===== src/rtl/gamepad_report_conditioner_unit_assert.svh =====
// assertion macros for the gamepad report conditioner
`ifndef GAMEPAD_REPORT_CONDITIONER_UNIT_ASSERT_SVH
`define GAMEPAD_REPORT_CONDITIONER_UNIT_ASSERT_SVH
`ifndef ASSERT_OFF
`define GRC_ASSERT_IMPL(label, clk, rstn, prop) \
    label: assert property (@(posedge clk) disable iff (!rstn) prop) \
        else $error("assertion failed");
`define GRC_ASSERT_NEVER(label, clk, rstn, expr) \
    label: assert property (@(posedge clk) disable iff (!rstn) !(expr)) \
        else $error("forbidden condition");
`else
`define GRC_ASSERT_IMPL(label, clk, rstn, prop)
`define GRC_ASSERT_NEVER(label, clk, rstn, expr)
`endif
`endif


===== src/rtl/grc_pkg.sv =====
// ----------------------------------------------------------------------------
// grc_pkg
// shared widths, constants and types of the gamepad report conditioner
// ----------------------------------------------------------------------------
`timescale 1ns / 1ps
`default_nettype none
package grc_pkg;
    localparam int BUTTON_COUNT = 16;
    localparam logic [15:0] BUTTON_USED = 16'((32'd1 << BUTTON_COUNT) - 32'd1);
    localparam logic [15:0] INNER_RESET = 16'd7849;
    localparam logic [15:0] OUTER_RESET = 16'd30000;
    localparam logic [0:0] CFG_INNER = 1'b0;
    localparam logic [0:0] CFG_OUTER = 1'b1;
    localparam int LEN_W = 22;   // length in 1/16 units, up to ~741k
    localparam int SUM_W = 40;   // (x*x + y*y) << 8
    localparam int T_W = 16;     // t in 0..32768 needs 16 bits plus one
    localparam int NUM_W = 36;   // 16-bit mag * 16 * t

    typedef struct packed {
        logic        start;
        logic [15:0] inner;
        logic [15:0] outer;
    } lane_ctl_t;

    // raw * 32768 = raw * 128 * 255 + raw * 128, so only the small rest is divided
    // by 255, done as (y + (y >> 8) + 1) >> 8, exact for y below 65535
    function automatic logic [15:0] trigger_level(input logic [7:0] raw);
        logic [15:0] base;
        logic [15:0] y;
        logic [15:0] s;
        base = {1'b0, raw, 7'd0};
        y = base + 16'd127;
        s = y + (y >> 8) + 16'd1;
        return base + (s >> 8);
    endfunction
endpackage
`default_nettype wire


===== src/rtl/grc_div.sv =====
// ----------------------------------------------------------------------------
// grc_div
// restoring divider, one quotient bit per cycle
// ----------------------------------------------------------------------------
`timescale 1ns / 1ps
`default_nettype none
module grc_div import grc_pkg::*; (
    input  wire logic             aclk,
    input  wire logic             aresetn,
    input  wire logic             start,
    input  wire logic [NUM_W-1:0] num,
    input  wire logic [LEN_W-1:0] den,
    output logic                  done,
    output logic [NUM_W-1:0]      quo
);
    logic [NUM_W-1:0] q_reg, q_next, q_step;
    logic [LEN_W:0]   r_reg, r_next, r_step;
    logic [LEN_W-1:0] d_reg;
    logic [5:0]       cnt_reg, cnt_next;
    logic             busy_reg, busy_next;
    logic [LEN_W:0]   trial;
    logic [LEN_W+1:0] sh;

    always_comb begin
        sh = {r_reg, q_reg[NUM_W-1]};
        trial = (LEN_W+1)'(sh - {2'b0, d_reg});
        if (sh >= {2'b0, d_reg}) begin
            r_step = trial;
            q_step = {q_reg[NUM_W-2:0], 1'b1};
        end else begin
            r_step = sh[LEN_W:0];
            q_step = {q_reg[NUM_W-2:0], 1'b0};
        end
        q_next = q_reg;
        r_next = r_reg;
        cnt_next = cnt_reg;
        busy_next = busy_reg;
        if (start) begin
            q_next = num;
            r_next = '0;
            cnt_next = 6'(NUM_W);
            busy_next = 1'b1;
        end else if (busy_reg) begin
            r_next = r_step;
            q_next = q_step;
            cnt_next = cnt_reg - 6'd1;
            if (cnt_reg == 6'd1) busy_next = 1'b0;
        end
    end

    always_ff @(posedge aclk) begin
        if (!aresetn) begin
            busy_reg <= 1'b0;
            cnt_reg <= '0;
        end else begin
            busy_reg <= busy_next;
            cnt_reg <= cnt_next;
        end
        q_reg <= q_next;
        r_reg <= r_next;
        if (start) d_reg <= den;
    end
    assign done = busy_reg && cnt_reg == 6'd1;
    assign quo = q_step;
endmodule
`default_nettype wire


===== src/rtl/grc_stick_lane.sv =====
// ----------------------------------------------------------------------------
// grc_stick_lane
// one stick: square root, dead zone map, rescale of both components
// ----------------------------------------------------------------------------
`timescale 1ns / 1ps
`default_nettype none
module grc_stick_lane import grc_pkg::*; (
    input  wire logic               aclk,
    input  wire logic               aresetn,
    input  wire lane_ctl_t          ctl,
    input  wire logic signed [15:0] sx,
    input  wire logic signed [15:0] sy,
    output logic                    done,
    output logic signed [15:0]      ox,
    output logic signed [15:0]      oy
);
    typedef enum logic [6:0] {
        S_IDLE = 7'b0000001, S_SQ = 7'b0000010, S_SQRT = 7'b0000100,
        S_MAP = 7'b0001000, S_DT = 7'b0010000, S_DX = 7'b0100000,
        S_DY = 7'b1000000
    } st_t;
    st_t st_reg, st_next;

    logic signed [15:0] x_reg, y_reg;
    logic [15:0]        in_reg, out_reg;
    logic [SUM_W-1:0]   v_reg, v_next, res_reg, res_next, bit_reg, bit_next;
    logic [LEN_W-1:0]   len_reg;
    logic [T_W:0]       t_reg, t_next;
    logic [15:0]        ox_reg, oy_reg;
    logic [31:0]        xx, yy;
    logic [SUM_W-1:0]   cand;
    logic [LEN_W-1:0]   lo, hi;
    logic               dstart;
    logic [NUM_W-1:0]   dnum, dq;
    logic [LEN_W-1:0]   dden;
    logic               ddone;
    logic [15:0]        mag;
    logic               dvalid_x;
    logic [15:0]        sat;

    grc_div u_div (.aclk(aclk), .aresetn(aresetn), .start(dstart), .num(dnum),
        .den(dden), .done(ddone), .quo(dq));

    assign lo = LEN_W'({in_reg, 4'd0});
    assign hi = LEN_W'({out_reg, 4'd0});
    assign xx = 32'($signed(x_reg) * $signed(x_reg));
    assign yy = 32'($signed(y_reg) * $signed(y_reg));
    assign cand = res_reg + bit_reg;
    assign sat = (dq > NUM_W'(32767)) ? 16'd32767 : dq[15:0];

    function automatic logic [15:0] absv(input logic signed [15:0] c);
        return c[15] ? 16'(-c) : c;
    endfunction

    // magnitude of -32768 is kept as 32768; the quotient saturates afterwards
    always_comb begin
        st_next = st_reg;
        v_next = v_reg;
        res_next = res_reg;
        bit_next = bit_reg;
        t_next = t_reg;
        dstart = 1'b0;
        dnum = '0;
        dden = len_reg;
        mag = '0;
        dvalid_x = 1'b0;
        unique case (st_reg)
            S_IDLE: if (ctl.start) st_next = S_SQ;
            S_SQ: begin
                v_next = SUM_W'({8'd0, 33'(xx) + 33'(yy)} << 8);
                res_next = '0;
                bit_next = SUM_W'(1) << (SUM_W - 2);
                st_next = S_SQRT;
            end
            S_SQRT: begin
                if (bit_reg == '0) st_next = S_MAP;
                else begin
                    if (v_reg >= cand) begin
                        v_next = v_reg - cand;
                        res_next = (res_reg >> 1) + bit_reg;
                    end else res_next = res_reg >> 1;
                    bit_next = bit_reg >> 2;
                end
            end
            S_MAP: begin
                if (hi <= lo) begin
                    t_next = (len_reg > lo) ? (T_W+1)'(32768) : '0;
                    st_next = S_DX;
                end else if (len_reg <= lo) begin
                    t_next = '0;
                    st_next = S_DX;
                end else if (len_reg >= hi) begin
                    t_next = (T_W+1)'(32768);
                    st_next = S_DX;
                end else begin
                    dstart = 1'b1;
                    dnum = NUM_W'({(len_reg - lo), 15'd0}) + NUM_W'((hi - lo) >> 1);
                    dden = hi - lo;
                    st_next = S_DT;
                end
                if (st_next == S_DX && !(t_next == '0 || len_reg == '0)) begin
                    dstart = 1'b1;
                    mag = absv(x_reg);
                    dnum = NUM_W'({mag, 4'd0}) * NUM_W'(t_next)
                        + NUM_W'(len_reg >> 1);
                end
            end
            S_DT: if (ddone) begin
                t_next = dq[T_W:0];
                st_next = S_DX;
                if (!(dq == '0 || len_reg == '0)) begin
                    dstart = 1'b1;
                    mag = absv(x_reg);
                    dnum = NUM_W'({mag, 4'd0}) * NUM_W'(dq[T_W:0])
                        + NUM_W'(len_reg >> 1);
                end
            end
            S_DX: begin
                if (t_reg == '0 || len_reg == '0) st_next = S_IDLE;
                else if (ddone) begin
                    dvalid_x = 1'b1;
                    dstart = 1'b1;
                    mag = absv(y_reg);
                    dnum = NUM_W'({mag, 4'd0}) * NUM_W'(t_reg) + NUM_W'(len_reg >> 1);
                    st_next = S_DY;
                end
            end
            S_DY: if (ddone) st_next = S_IDLE;
            default: st_next = S_IDLE;
        endcase
    end

    always_ff @(posedge aclk) begin
        if (!aresetn) st_reg <= S_IDLE;
        else st_reg <= st_next;
        if (ctl.start) begin
            x_reg <= sx;
            y_reg <= sy;
            in_reg <= ctl.inner;
            out_reg <= ctl.outer;
        end
        v_reg <= v_next;
        res_reg <= res_next;
        bit_reg <= bit_next;
        t_reg <= t_next;
        if (st_reg == S_SQRT && bit_reg == '0) len_reg <= LEN_W'(res_reg);
        if (st_reg == S_MAP || st_reg == S_DT) begin
            ox_reg <= '0;
            oy_reg <= '0;
        end
        if (dvalid_x) ox_reg <= x_reg[15] ? 16'(-sat) : sat;
        if (st_reg == S_DY && ddone) oy_reg <= y_reg[15] ? 16'(-sat) : sat;
    end

    assign done = (st_reg == S_DX && (t_reg == '0 || len_reg == '0))
        || (st_reg == S_DY && ddone);
    assign ox = ox_reg;
    assign oy = (st_reg == S_DY && ddone) ? (y_reg[15] ? 16'(-sat) : sat) : oy_reg;
endmodule
`default_nettype wire


===== config.mk =====
export PLATFORM = sky130hd
export DESIGN_NAME = grc_stick_lane
export DESIGN_NICKNAME = d
export VERILOG_FILES = /design/src/rtl/gamepad_report_conditioner_unit_assert.svh /design/src/rtl/grc_pkg.sv /design/src/rtl/grc_div.sv /design/src/rtl/grc_stick_lane.sv
export SDC_FILE = /design/constraint.sdc
export NUM_CORES = 2
export LEC_CHECK = 0
export BUFFER_PORTS_ARGS = -buffer_cell sky130_fd_sc_hd__buf_4
export CAP_MARGIN = 10
export CORE_ASPECT_RATIO = 0.5
export CORE_MARGIN = 10
export CORE_UTILIZATION = 65
export CTS_BUF_LIST = sky130_fd_sc_hd__clkbuf_16
export DETAILED_ROUTE_END_ITERATION = 7
export PLACE_DENSITY = 0.88
export SLEW_MARGIN = 20
export SYNTH_ARGS = -nofsm -noshare
export SYNTH_HDL_FRONTEND = slang
export SYNTH_SLANG_ARGS = --single-unit

===== constraint.sdc =====
create_clock -name aclk -period 30.6 [get_ports aclk]
set_input_delay 1.53 -clock aclk [delete_from_list [all_inputs] [get_ports aclk]]
set_output_delay 1.53 -clock aclk [all_outputs]
set_load 0.05 [all_outputs]

==> metrics <==
FF-to-FF Start=len_reg[4]; Fin. Hold Viols=0; HP Start=u_div.cnt_reg[1]; Port-buffer cells=99; initial core utilization=65.5%; Setup WS post-layout=19.76 ns; top-count cell post-synth=inv_1; total gr overflow=0; WHS Path Cells=2; Routed WL per cell=22.8 um; Reg2Reg Depth=41; largest net degree at the start of global routing=82; Max Clock Freq=92.3 MHz; clock-pin slew on the worst setup and hold paths=0.08 ns; max-cap violations=0; DRT iter0 DRCs=6295; number of H-tree levels=2; fillcell total=8080; Yosys reg bits=330; Netlist cell types=110; gr usage total=34.3%; critical path type=reg -> reg; Post-CTS Hold Buffers=0; 1st-pass router iterations=6; Mapped Area=0.0705 mm2; fin nets=9735; Worst EP arrival=11.20 ns; first-pass GRT wire length=330 mm; CP Capture Type=register; crit path launch type=register; placed instance count=9229; Hold Path Sink=u_div.cnt_reg[1]; RR Endpoint=u_div.q_reg[34]; Synth Warn #=0; routability cong.=1.05; IO Pins=100; Synth area leaders=fa_1 33%, edfxtp_1 12%, ha_1 12%; Die X=486 um; vias in the first global route=59439; Final min period=10.84 ns; Clock Tree Buf Depth=3; drt via density=6.23; top-area cell type share of the netlist area=32.7%; Final TNS setup=0 ns; # clock sinks=330; Post-synth EDFFs=293; initial antenna violation count=12; total CTS buffers=37; DRC=0; net count after synthesis=9787; post-CTS resize count=0; Async S/R FF share, synth=0%; CTS root buf=clkbuf_16; drt total wl=212 mm; Die Height=253 um; Least-Margin Pin Slew=1.20 ns; Syn Inst Count=7885; Finish-stage setup viols=0; layout cells sized above 1=4.86%; DRT antenna net count=0; Post-synth top cells=1451 x inv_1, 1152 x fa_1, 955 x nand2_1; result of the run=completed; Hold Path Class=reg -> reg; period utilisation layout=35.4%; core footprint=0.108 mm2; CP dominant cell by count=fa_1; Post-CTS Setup Repair Bufs=0; crit path max-delay cell type=fa_1; Syn Area/Cell=8.94 um2; # rows=85; hold slack final=0.512 ns; vias=57980; RSZ-0062 raised after global routing=false; post-route insts no fill=9301; Top FF cell, synth=edfxtp_1; DP Worst Slack=19.93 ns; Max-slew headroom=20.1%; Critical Path Max Stage Delay=0.55 ns; Crit Path Max Fanout=52; CTS tree=built; clock latency on the worst-skew pair=0.65 ns; largest area contributor in the synthesized netlist=fa_1; max-slew violations=0; Area Growth Syn to Fin=5.11%; Setup Skew=0.0517 ns; Seq/Total Area, Yosys=13.5%; dpl hpwl=169 mm; WP data required=30.96 ns; flop-to-flop setup slack=19.76 ns; die area=0.123 mm2
routing by layer:
metal | wire (um) | global-route usage, % | part of all wire [%]
met5 | 93 | 0 | 0.044
met4 | 12400 | 16.5 | 5.9
met3 | 30400 | 12.6 | 14
met2 | 92300 | 52.9 | 44
met1 | 76600 | 42.8 | 36
cells by family (layout without fill, tap and decap cells):
logic type	after synthesis	count (layout)	share of synthesized area (%)
other cells	0	5	0
buf+inv	1767	1743	9.47
xor+xnor	410	410	5.09
compound gates	1192	1192	11.3
flops	330	330	13.5
fa+ha+maj	1835	1835	44.8
mux	34	34	0.534
simple gates	2317	2317	15.2
critical path, delay by kind of cell, from the launching register on:
family	cells	cell delay, ns
XOR/XNOR	1	0.17
AND/OR/NAND/NOR	11	2.26
buffers and inverters	5	0.64
adder cells (fa/ha/maj)	10	3.89
AO/OA/AOI/OAI	14	3.12
flip-flops	1	0.43
cells in the final DEF (no fill, tap or decap), drive strengths merged, types with 17 or more instances in the layout:
master / instances
o21a: 58
edfxtp: 293
mux2i: 24
a211oi: 66
and3: 49
nand2b: 64
a31oi: 59
o221ai: 19
nor2: 551
o211ai: 43
a221oi: 21
xor2: 142
o22ai: 24
buf: 212
or3: 39
o31a: 17
o31ai: 24
or2: 21
nor2b: 78
nand4: 43
clkbuf: 38
ha: 683
or4: 21
fa: 1152
nor4: 37
nor3: 99
nand2: 955
and2: 256
clkinv: 26
o21ai: 253
xnor2: 268
o21bai: 45
nand3: 63
a21boi: 22
inv: 1462
dfxtp: 37
a21oi: 286
a21o: 119
final cells by class:
type                    count  area (um2)  share of cell area (%)
clock buffers              38         951                    1.28
repair buffers            212        1590                    2.15
well taps                1435        1800                    2.42
diodes                      5        12.5                  0.0169
inverters                1464        5500                    7.42
clock inverters            29         270                   0.365
multi-input cells        5788       54400                    73.5
flip-flops and latches    330        9540                    12.9
worst max-delay path by stage:
stage                     slack [ns]       start  cells past startpoint              end
after floorplan                21.02  out_reg[8]                     39  u_div.q_reg[34]
after global placement         20.09  len_reg[5]                     38  u_div.q_reg[34]
after detailed placement       19.93  len_reg[4]                     41  u_div.q_reg[34]
after CTS                      19.86   in_reg[1]                     39  u_div.q_reg[34]
after global routing           19.00  len_reg[4]                     41  u_div.q_reg[34]
final                          19.76  len_reg[4]                     41  u_div.q_reg[34]
through the flow:
stage | util, % | instance area [um2]
6_report | 68.8 | 74100
5_1_grt | 68.8 | 74100
4_1_cts | 68.8 | 74100
3_5_place_dp | 67.7 | 72800
3_3_place_gp | 67.7 | 72800
2_1_floorplan | - | 70500
Power is not shown: default switching activity piles up to over one toggle a cycle in this logic, so the estimate is an artifact.
